<file path="config.mk">
export PLATFORM = sky130hd
export DESIGN_NAME = ordered_array_insert_remove_core
export DESIGN_NICKNAME = d
export VERILOG_FILES = /design/src/design/oai_pkg.sv /design/src/design/ordered_array_insert_remove_core.sv /design/src/design/oai_datapath.sv /design/src/design/oai_ctrl.sv
export SDC_FILE = /design/constraint.sdc
export NUM_CORES = 2
export LEC_CHECK = 0
export CAP_MARGIN = 20
export CORE_UTILIZATION = 35
export CTS_CLUSTER_DIAMETER = 80
export CTS_CLUSTER_SIZE = 12
export DETAILED_ROUTE_END_ITERATION = 6
export DONT_BUFFER_PORTS = 1
export GPL_ROUTABILITY_DRIVEN = 0
export PLACE_DENSITY = 0.52
export SYNTH_ARGS = -nofsm -noshare
export SYNTH_HDL_FRONTEND = slang
export SYNTH_SLANG_ARGS = --single-unit
</file>
<file path="constraint.sdc">
create_clock -name clk -period 5.9 [get_ports clk]
set_clock_uncertainty 0.15 [all_clocks]
set_input_delay 0.59 -clock clk [delete_from_list [all_inputs] [get_ports clk]]
set_output_delay 0.59 -clock clk [all_outputs]
set_load 0.05 [all_outputs]
</file>
<file path="src/design/oai_pkg.sv">
// oai_pkg: shared widths, operation and status codes, and the command and
// status structs between the controller and the datapath of the ordered array.
// No dependencies.
`default_nettype none

package oai_pkg;

  // Fixed field widths of the beats
  localparam int OP_W     = 2;
  localparam int POS_W    = 7;
  localparam int VAL_W    = 32;
  localparam int STATUS_W = 2;
  localparam int COUNT_W  = 7;

  // Parameter defaults
  localparam int CAPACITY_DEF   = 64;
  localparam int DATA_WIDTH_DEF = 32;

  // Operation codes
  localparam logic [OP_W-1:0] OP_INSERT = 2'd0;
  localparam logic [OP_W-1:0] OP_APPEND = 2'd1;
  localparam logic [OP_W-1:0] OP_REMOVE = 2'd2;
  localparam logic [OP_W-1:0] OP_READ   = 2'd3;

  // Status codes
  localparam logic [STATUS_W-1:0] ST_OK    = 2'd0;
  localparam logic [STATUS_W-1:0] ST_RANGE = 2'd1;
  localparam logic [STATUS_W-1:0] ST_FULL  = 2'd2;

  // Controller to datapath
  typedef struct packed {
    logic start;   // latch a new beat and set up the shift
    logic step;    // shift step: issue a read and/or write back
    logic place;   // write the new word at its position
    logic commit;  // update the count and load the result register
  } oai_cmd_t;

  // Datapath to controller
  typedef struct packed {
    logic req_err;     // incoming beat fails its range or full check
    logic shift_last;  // no reads left to issue in the shift
    logic ins_op;      // latched operation is insert or append
  } oai_sts_t;

endpackage

`default_nettype wire

</file>
<file path="src/design/ordered_array_insert_remove_core.sv">
// ordered_array_insert_remove_core: top level of the ordered array with
// insert, append, remove and read. Instantiates oai_ctrl and oai_datapath.
//
//   channel  direction  handshake             payload
//   in_      input      in_valid / in_stall   in_op, in_position, in_value
//   out_     output     out_valid / out_stall out_status, out_read_value, out_count
//
// One beat at a time. The shift moves one entry a cycle through the entry
// memory (one write port, one read port).
// Reset clears the count and the control state; the memory is not cleared.
// The next beat is taken while a result waits in the output register; a
// stalled result holds its payload.
`default_nettype none

module ordered_array_insert_remove_core
  import oai_pkg::*;
#(
  parameter int CAPACITY   = CAPACITY_DEF,
  parameter int DATA_WIDTH = DATA_WIDTH_DEF
) (
  input  wire  logic                       clk,
  input  wire  logic                       rst_n,
  input  wire  logic                       in_valid,
  output       logic                       in_stall,
  input  wire  logic        [OP_W-1:0]     in_op,
  input  wire  logic        [POS_W-1:0]    in_position,
  input  wire  logic signed [VAL_W-1:0]    in_value,
  output       logic                       out_valid,
  input  wire  logic                       out_stall,
  output       logic        [STATUS_W-1:0] out_status,
  output       logic signed [VAL_W-1:0]    out_read_value,
  output       logic        [COUNT_W-1:0]  out_count
);

  oai_cmd_t cmd;
  oai_sts_t sts;

  // Sequencer
  oai_ctrl u_ctrl (
    .clk       (clk),
    .rst_n     (rst_n),
    .in_valid  (in_valid),
    .in_stall  (in_stall),
    .out_valid (out_valid),
    .out_stall (out_stall),
    .sts       (sts),
    .cmd       (cmd)
  );

  // Storage and result path
  oai_datapath #(
    .CAPACITY   (CAPACITY),
    .DATA_WIDTH (DATA_WIDTH)
  ) u_dp (
    .clk            (clk),
    .rst_n          (rst_n),
    .cmd            (cmd),
    .sts            (sts),
    .in_op          (in_op),
    .in_position    (in_position),
    .in_value       (in_value),
    .out_status     (out_status),
    .out_read_value (out_read_value),
    .out_count      (out_count)
  );

endmodule

`default_nettype wire

</file>
<file path="src/design/oai_datapath.sv">
// oai_datapath: entry memory, count register, shift pointers and result
// register of the ordered array. Driven by oai_ctrl; depends on oai_pkg.
`default_nettype none

module oai_datapath
  import oai_pkg::*;
#(
  parameter int CAPACITY   = CAPACITY_DEF,
  parameter int DATA_WIDTH = DATA_WIDTH_DEF
) (
  input  wire  logic                       clk,
  input  wire  logic                       rst_n,
  input  wire  oai_cmd_t                   cmd,
  output       oai_sts_t                   sts,
  input  wire  logic        [OP_W-1:0]     in_op,
  input  wire  logic        [POS_W-1:0]    in_position,
  input  wire  logic signed [VAL_W-1:0]    in_value,
  output       logic        [STATUS_W-1:0] out_status,
  output       logic signed [VAL_W-1:0]    out_read_value,
  output       logic        [COUNT_W-1:0]  out_count
);

  localparam int AW = $clog2(CAPACITY);
  localparam int CW = $clog2(CAPACITY + 1);
  localparam int PW = (CW > POS_W) ? CW : POS_W;
  localparam int EW = (CW > COUNT_W) ? CW : COUNT_W;
  localparam int RW = (DATA_WIDTH > VAL_W) ? DATA_WIDTH : VAL_W;

  // Storage
  logic [DATA_WIDTH-1:0] mem [CAPACITY];
  logic [DATA_WIDTH-1:0] rdata_r;

  // Control registers
  logic [CW-1:0]       count_r, count_nxt;
  logic [CW-1:0]       n_r, n_nxt;
  logic                pend_r, pend_nxt;
  logic [AW-1:0]       ptr_r, ptr_nxt;
  logic [AW-1:0]       pend_addr_r, pend_addr_nxt;

  // Latched beat
  logic [OP_W-1:0]       op_r;
  logic [AW-1:0]         pos_r;
  logic [DATA_WIDTH-1:0] word_r;
  logic [STATUS_W-1:0]   stat_r;
  logic                  dir_up_r;
  logic                  wb_r;

  // Decode of the incoming beat
  logic [PW-1:0]       cnt_ext, pos_eff;
  logic                is_ins;
  logic [STATUS_W-1:0] req_status;
  logic [CW-1:0]       pos_c, cnt_m1, moves;
  logic [AW-1:0]       ptr_init;
  logic [RW-1:0]       val_ext;

  always_comb begin
    cnt_ext = PW'(count_r);
    pos_eff = (in_op == OP_APPEND) ? cnt_ext : PW'(in_position);
    is_ins  = (in_op == OP_INSERT) || (in_op == OP_APPEND);
    if (is_ins) begin
      if (pos_eff > cnt_ext)                   req_status = ST_RANGE;
      else if (count_r == CW'(CAPACITY))       req_status = ST_FULL;
      else                                     req_status = ST_OK;
    end else begin
      if (pos_eff >= cnt_ext)                  req_status = ST_RANGE;
      else                                     req_status = ST_OK;
    end
    pos_c  = pos_eff[CW-1:0];
    cnt_m1 = count_r - CW'(1);
    unique case (in_op)
      OP_INSERT, OP_APPEND: begin
        moves    = count_r - pos_c;
        ptr_init = cnt_m1[AW-1:0];
      end
      OP_REMOVE: begin
        moves    = cnt_m1 - pos_c;
        ptr_init = pos_c[AW-1:0] + AW'(1);
      end
      default: begin
        moves    = CW'(1);
        ptr_init = pos_c[AW-1:0];
      end
    endcase
    val_ext = RW'($unsigned(in_value));
  end

  assign sts.req_err    = (req_status != ST_OK);
  assign sts.shift_last = (n_r == '0);
  assign sts.ins_op     = dir_up_r;

  // Shift sequencing: reads run one ahead of the write-backs
  logic                  rd_en, wr_en;
  logic [AW-1:0]         wr_addr;
  logic [DATA_WIDTH-1:0] wr_data;

  always_comb begin
    n_nxt         = n_r;
    pend_nxt      = pend_r;
    ptr_nxt       = ptr_r;
    pend_addr_nxt = pend_addr_r;
    rd_en         = 1'b0;
    if (cmd.start) begin
      n_nxt    = (req_status == ST_OK) ? moves : '0;
      pend_nxt = 1'b0;
      ptr_nxt  = ptr_init;
    end else if (cmd.step) begin
      if (n_r != '0) begin
        rd_en         = 1'b1;
        n_nxt         = n_r - CW'(1);
        pend_nxt      = 1'b1;
        pend_addr_nxt = dir_up_r ? (ptr_r + AW'(1)) : (ptr_r - AW'(1));
        ptr_nxt       = dir_up_r ? (ptr_r - AW'(1)) : (ptr_r + AW'(1));
      end else begin
        pend_nxt = 1'b0;
      end
    end
    // write port: shifted word or the placed word
    wr_en   = 1'b0;
    wr_addr = pend_addr_r;
    wr_data = rdata_r;
    if (cmd.step && pend_r && wb_r) begin
      wr_en = 1'b1;
    end else if (cmd.place) begin
      wr_en   = 1'b1;
      wr_addr = pos_r;
      wr_data = word_r;
    end
  end

  // Memory: one write and one registered read per cycle
  always_ff @(posedge clk) begin
    if (wr_en) begin
      mem[wr_addr] <= wr_data;
    end
    if (rd_en) begin
      rdata_r <= mem[ptr_r];
    end
  end

  // Count update on commit
  always_comb begin
    count_nxt = count_r;
    if (cmd.commit && (stat_r == ST_OK)) begin
      unique case (op_r)
        OP_INSERT, OP_APPEND: count_nxt = count_r + CW'(1);
        OP_REMOVE:            count_nxt = count_r - CW'(1);
        default:              count_nxt = count_r;
      endcase
    end
  end

  // Control state
  always_ff @(posedge clk) begin
    if (!rst_n) begin
      count_r <= '0;
      n_r     <= '0;
      pend_r  <= 1'b0;
    end else begin
      count_r <= count_nxt;
      n_r     <= n_nxt;
      pend_r  <= pend_nxt;
    end
  end

  // Beat and pointer registers
  always_ff @(posedge clk) begin
    ptr_r       <= ptr_nxt;
    pend_addr_r <= pend_addr_nxt;
    if (cmd.start) begin
      op_r     <= in_op;
      pos_r    <= pos_c[AW-1:0];
      word_r   <= val_ext[DATA_WIDTH-1:0];
      stat_r   <= req_status;
      dir_up_r <= is_ins;
      wb_r     <= (in_op != OP_READ);
    end
  end

  // Result register
  logic [EW-1:0] cnt_out_ext;
  logic [RW-1:0] rd_ext;
  assign cnt_out_ext = EW'(count_nxt);
  assign rd_ext      = RW'(rdata_r);

  always_ff @(posedge clk) begin
    if (cmd.commit) begin
      out_status     <= stat_r;
      out_read_value <= ((op_r == OP_READ) && (stat_r == ST_OK)) ?
                        rd_ext[VAL_W-1:0] : '0;
      out_count      <= cnt_out_ext[COUNT_W-1:0];
    end
  end

endmodule

`default_nettype wire

</file>
<file path="src/design/oai_ctrl.sv">
// oai_ctrl: sequencing state machine and result valid flag of the ordered
// array. Commands oai_datapath; depends on oai_pkg.
`default_nettype none

module oai_ctrl
  import oai_pkg::*;
(
  input  wire  logic     clk,
  input  wire  logic     rst_n,
  input  wire  logic     in_valid,
  output       logic     in_stall,
  output       logic     out_valid,
  input  wire  logic     out_stall,
  input  wire  oai_sts_t sts,
  output       oai_cmd_t cmd
);

  localparam logic [1:0] S_IDLE  = 2'd0;
  localparam logic [1:0] S_SHIFT = 2'd1;
  localparam logic [1:0] S_PLACE = 2'd2;
  localparam logic [1:0] S_DONE  = 2'd3;

  logic [1:0] state_r, state_nxt;
  logic       out_valid_r, out_valid_nxt;
  logic       accept, load;

  // Handshake and commands
  assign in_stall    = (state_r != S_IDLE);
  assign accept      = (state_r == S_IDLE) && in_valid;
  assign load        = (state_r == S_DONE) && (!out_valid_r || !out_stall);
  assign cmd.start   = accept;
  assign cmd.step    = (state_r == S_SHIFT);
  assign cmd.place   = (state_r == S_PLACE);
  assign cmd.commit  = load;
  assign out_valid   = out_valid_r;

  // Next state
  always_comb begin
    state_nxt = state_r;
    unique case (state_r)
      S_IDLE:  if (accept) state_nxt = sts.req_err ? S_DONE : S_SHIFT;
      S_SHIFT: if (sts.shift_last) state_nxt = sts.ins_op ? S_PLACE : S_DONE;
      S_PLACE: state_nxt = S_DONE;
      S_DONE:  if (load) state_nxt = S_IDLE;
      default: state_nxt = S_IDLE;
    endcase
    // result slot: filled on load, emptied when taken
    if (load)            out_valid_nxt = 1'b1;
    else if (!out_stall) out_valid_nxt = 1'b0;
    else                 out_valid_nxt = out_valid_r;
  end

  always_ff @(posedge clk) begin
    if (!rst_n) begin
      state_r     <= S_IDLE;
      out_valid_r <= 1'b0;
    end else begin
      state_r     <= state_nxt;
      out_valid_r <= out_valid_nxt;
    end
  end

endmodule

`default_nettype wire

</file>
* After elaboration in Yosys (flattened, before gate mapping) *
Memories as Yosys holds them, arrays and structs flattened. A register that Yosys moved wholly into a read port is not among the register bits.
Index checks and enable logic that the tools add are counted.

storage, ports and cells
  memory bits (writable) = 2048
  flip-flop bits (word level) = 115
  memories = 1
  bits of input ports = 45
  output and inout bits = 43

memories
  memory    depth  bits a word  rd ports  clocked after memory_dff  write ports  line                source
  u_dp.mem  64     32           1         1                         1            oai_datapath.sv:30  logic [DATA_WIDTH-1:0] mem [CAPACITY];

operators by class
  $lt $le $gt $ge = 2
  bitwise gates (word level) = 2
  muxes and demuxes = 37
  add/subtract/negate cells = 8
  reduce and logical (&&, ||, !) cells = 27
  equality and inequality tests = 14

operator list
  kind                 number
  $mux 32              2
  $mux 6               7
  $mux 7               6
  $pmux 7 s2           2
  $mux 2               7
  $sub 7x1->7 const B  2
  $sub 7x7->7          2
  $add 6x1->6 const B  2
  $pmux 6 s2           1
  $mux 1               11
  $eq 2x2->1 const B   5
  $logic_not 2->1      5
  $pmux 2 s4           1
  $reduce_bool 2->1    4
  $add 7x1->7 const B  1
  $eq 7x7->1 const B   1
  $ge 7x7->1           1
  $gt 7x7->1           1
  $logic_not 7->1      1
  $reduce_bool 7->1    1
  $eq 2x1->1 const B   3
  $logic_and 1x1->1    6
  $ne 2x1->1 const B   3
  $reduce_and 3->1     2
  other kinds (7)      13

* Depth between registers and ports, before layout *
  depth in word-level cells = 9
  depth in mapped cells = 13
  mapped depth without buffers = 11

* By module *
From an unflattened synthesis, not the netlist that was laid out.

second synthesis, totals
  cells, all modules = 4061
  area, all modules = 85370.6 um2

by module, submodules not included
  module        cells an instance  area an instance (um2)  seq. area each (um2)  instances
  oai_datapath  4032               85105.4                 65673.0               1
  oai_ctrl      29                 265.3                   60.1                  1

* Worst setup path before layout *
No wires, ideal clock.

  path kind = input to register
  start point = input port in_valid
  end point = register u_dp.rdata_r[0], in the netlist u_dp.rd_ext[0] (read register of u_dp.mem), enable pin
  slack = 2.041 ns
  arrival time = 3.202 ns
  library setup time = 0.508 ns
  stages = 4
  cells stage by stage = nand2_1 inv_1 clkbuf_1 nor2_1

between the ends
  cells in the longest elaborated chain, start to end = 2

RTL lines
  what                     line                                    source
  start, declared          ordered_array_insert_remove_core.sv:23  input wire logic in_valid,
  $logic_and 1x1->1        oai_ctrl.sv:29                          assign accept = (state_r == S_IDLE) && in_valid;
  named net u_ctrl.accept  oai_ctrl.sv:25                          logic accept, load;
  $mux 1                   oai_datapath.sv:102                     if (cmd.start) begin
  named net u_dp.rd_en     oai_datapath.sv:92                      logic rd_en, wr_en;
  end, declared            oai_datapath.sv:31                      logic [DATA_WIDTH-1:0] rdata_r;

The timed path passes the listed nets, and every way through them passes these cells.
A chain may end at the register's enable or synchronous reset.

* Worst setup path after layout *
  start point = register u_ctrl.state_r[1]
  end point = memory u_dp.mem[17][10] in the netlist's numbering, enable pin

between the ends
  cells in the longest elaborated chain, start to end = 6

RTL lines
  what                            line                 source
  start, declared                 oai_ctrl.sv:23       logic [1:0] state_r, state_nxt;
  start signal, assigned          oai_ctrl.sv:58       state_r <= state_nxt;
  $eq 2x1->1                      oai_ctrl.sv:32       assign cmd.step = (state_r == S_SHIFT);
  $logic_and 1x1->1 (2 in a row)  oai_datapath.sv:121  if (cmd.step && pend_r && wb_r) begin
  $mux 1                          oai_datapath.sv:121
  $mux 1                          oai_datapath.sv:132  if (wr_en) begin
  $mux 1 (implied by the code)    oai_datapath.sv:133  mem[wr_addr] <= wr_data;
  end, declared                   oai_datapath.sv:30

Parallel ways exist; a longest one is shown, timed or not.

==> impl_results.md <==
* Initial antenna violation count at 14
* Vias in the first global route at 40352
* Distinct cells, synth at 58
* Synth Area in Compound Gates at 0.0321
* Drt initial violations at 4962
* WHS Path Cells at 4
* Pwr dens at 503 nW/um2
* Clk Latency, worst-skew pair at 0.85 ns
* Worst Max-Slew Pin Slew at 1.20 ns
* Top Ports at 88
* Area growth, synth to finish at 12.9%
* CTS sink count at 2195
* Status: complete, no violations
* RSZ-0062 raised after global routing: false
* Clock slew at reported path FFs at 0.07 ns
* Yosys reg bits at 2195
* Peak supply drop at 0.000439 V
* Via density at 5.62
* Adder-Cell Fraction of Synth Area at 0.00417
* Lkg Pwr at 29.3 nW
* Syn Area/Cell at 22.0 um2
* Crit Path Max Fanout at 26
* Final min period at 4.47 ns
* Row count at 180
* Sequential cell area fraction in the yosys report at 0.777
* Synth async-reset ratio at 0
* H-tree lvl count at 4
* Final Net Count at 4087
* TritonCTS clock tree: built
* Post-synth top flop: edfxtp_1
* Ys Warns at 0
* Initial Util at 0.352
* Largest family of logic cells by synthesized area: multiplexers
* Postcts setup bufs at 0
* Die W at 494 um
* Worst EP arrival at 4.85 ns
* CTS Hold Bufs at 41
* Rel. slew slack at 0.197
* Worst Reg-to-Reg Cells at 10
* Endpoints failing hold at 0
* Pre-antenna DRT Iters at 5
* First-pass GRT wire length at 332000 um
* Max Cap Violations at 0
* Syn_nets at 3915
* Maximum buffer depth of the clock tree at 3
* Max Clk Rate at 0.224 GHz
* Routed vias at 40722
* Chip height at 494 um
* Largest net degree at the start of global routing at 93
* Remaining global-route overflow at 0
* Startpoint class of the critical path: flop
* Port bufs at 0
* Wire length per cell at 33.1 um
* Antenna-violating nets left at 0
* Total track usage at 0.195
* Post-synthesis simple-gate area fraction at 0.0186
* Dpl hpwl at 144000 um
* Core area at 241000 um2
* DRC errors left at 0
* Post-Synth XOR/XNOR Area at 0.00321
* Crit share post-route at 0.757
* Synth Instances at 3843
* Multiplexer area fraction after synthesis at 0.153
* Post-layout util at 0.397
* Final WL at 240000 um
* Number of enable flip-flop cells after synthesis at 2177
* Fill cells at 21223
* Netlist Area Pre-Place at 84600 um2
* Crit Path Class: flop to flop
* Min-Delay Path Class: primary input to flop
* Die area at 244000 um2
* Share of layout cells above drive strength 1 at 0.245
* Post-route setup TNS at 0 ns
* Inserted Clock Buffers at 203
* Number of setup violations in the final report at 0
* Max Slew Vio Count at 0
* Post-cts resize count at 0
* Req. time, crit path at 6.28 ns
* Clk Tree Root Cell: clkbuf_16
* CP Capture Type: flop
-- cell usage after synthesis, types with 9 or more instances --
library cell	count	area, um2
buf_1	31	116
edfxtp_1	2177	65400
inv_1	22	82.6
o211ai_1	62	465
mux2_2	33	372
nand2_1	78	293
nand2b_1	16	100
mux4_2	512	11500
and2_1	41	257
o2111ai_1	13	114
o21ai_0	42	210
a22o_1	32	280
clkbuf_1	104	390
mux2i_1	103	1030
a22oi_1	116	871
a21oi_1	33	165
nand3_1	46	230
a221oi_1	28	245
buf_2	63	315
dfxtp_1	18	360
ha_1	25	313
xor2_1	9	78.8
nor2b_1	11	68.8
xnor2_1	22	193
nor2_1	102	383
-- metrics by stage --
| stage | hold WS [ns] | area [um2] | cells | setup WS (ns) | power (mW) |
|---|---|---|---|---|---|
| after floorplan | 0.277 | 84600 | 3843 | 2.04 | 29.0 |
| after global placement | 0.341 | 89500 | 6953 | 1.52 | 36.5 |
| after detailed placement | 0.363 | 89500 | 6953 | 1.50 | 36.6 |
| after CTS | 0.00152 | 95500 | 7241 | 1.46 | 48.4 |
| after global routing | 0.0366 | 95500 | 7243 | 1.21 | 49.4 |
| final | 0.0648 | 95500 | 7246 | 1.43 | 48.0 |
-- cell families (layout without fill, tap and decap cells) --
kind of cell             Yosys count  in the layout
XOR/XNOR                          31             31
AO/OA/AOI/OAI                    376            376
adder cells (fa/ha/maj)           27             27
multiplexers                     648            648
AND/OR/NAND/NOR                  331            331
flip-flops                      2195           2195
buffers and inverters            235            449
other                              0              4
-- registers in the layout (all words and copies together) (netlist names), 6 cells and up --
| signal | count |
|---|---|
| u_dp.rd_ext | 32 |
| u_dp.cnt_ext | 7 |
| u_dp.pend_addr_r | 6 |
| u_dp.word_r | 32 |
| u_dp.ptr_r | 6 |
| u_dp.mem | 2048 |
| u_dp.out_count | 7 |
| u_dp.out_read_value | 32 |
| u_dp.pos_r | 6 |
| u_dp.n_r | 7 |
-- final timing paths --
path	from	end	slack (ns)
setup / recovery	u_ctrl.state_r[1]	u_dp.mem[17][10]	1.43
setup reg to reg	u_ctrl.state_r[1]	u_dp.mem[17][10]	1.43
hold reg to reg	u_dp.pend_r	u_dp.pend_r	0.37
hold / removal	in_position[4]	u_dp.ptr_r[4]	0.06
-- power breakdown --
| part | leakage (nW) | internal [mW] | switching, mW |
|---|---|---|---|
| clock network | 2.71 | 6.30 | 5.57 |
| registers | 19.8 | 19.9 | 0.434 |
| logic | 6.80 | 4.81 | 11.0 |
| total | 29.3 | 31.0 | 17.0 |
-- area by class of cell --
type / count / area, um2 / share of cell area
flip-flops and latches: 2195 / 65700 / 0.688
clock inverters: 22 / 404 / 0.00423
repair buffers: 178 / 1610 / 0.0168
inverters: 24 / 91.3 / 0.000956
diodes: 4 / 10.0 / 0.000105
multi-input cells: 1413 / 18500 / 0.194
well taps: 3185 / 3990 / 0.0417
clock buffers: 225 / 5160 / 0.0541
-- worst max-delay path, cell delays in order, from the launching register on --
cell	delay (ns)
dfxtp_1	0.36
inv_1	0.13
ha_1	0.28
nand3_1	0.24
nand2_4	0.47
buf_4	0.50
nand3b_1	0.12
o21ai_0	0.14
nand2_1	0.56
nor2_4	0.81
buf_4	0.34
-- layout by cell type, fill, tap and decap left out, types with 28 or more instances in the layout --
cell type      instances
edfxtp_1            2177
mux4_2               512
clkbuf_16            203
buf_4                124
a22oi_1              116
mux2i_1              103
nand2_1               77
nor2_4                66
o211ai_1              62
nand3_1               46
o21ai_0               42
dlygate4sd3_1         41
and2_1                39
nor2_1                36
a21oi_1               33
a22o_1                32
mux2_4                30
a221oi_1              28
-- routing by layer --
metal | vias up | track usage | wire, um
met4 | 8 | 0.0512 | 5880
li1 | 16496 | - | -
met3 | 282 | 0.0351 | 17900
met1 | 22293 | 0.293 | 108000
met2 | 1643 | 0.292 | 108000
met5 | - | 0 | 61
Power figures use the tool's default switching activity.
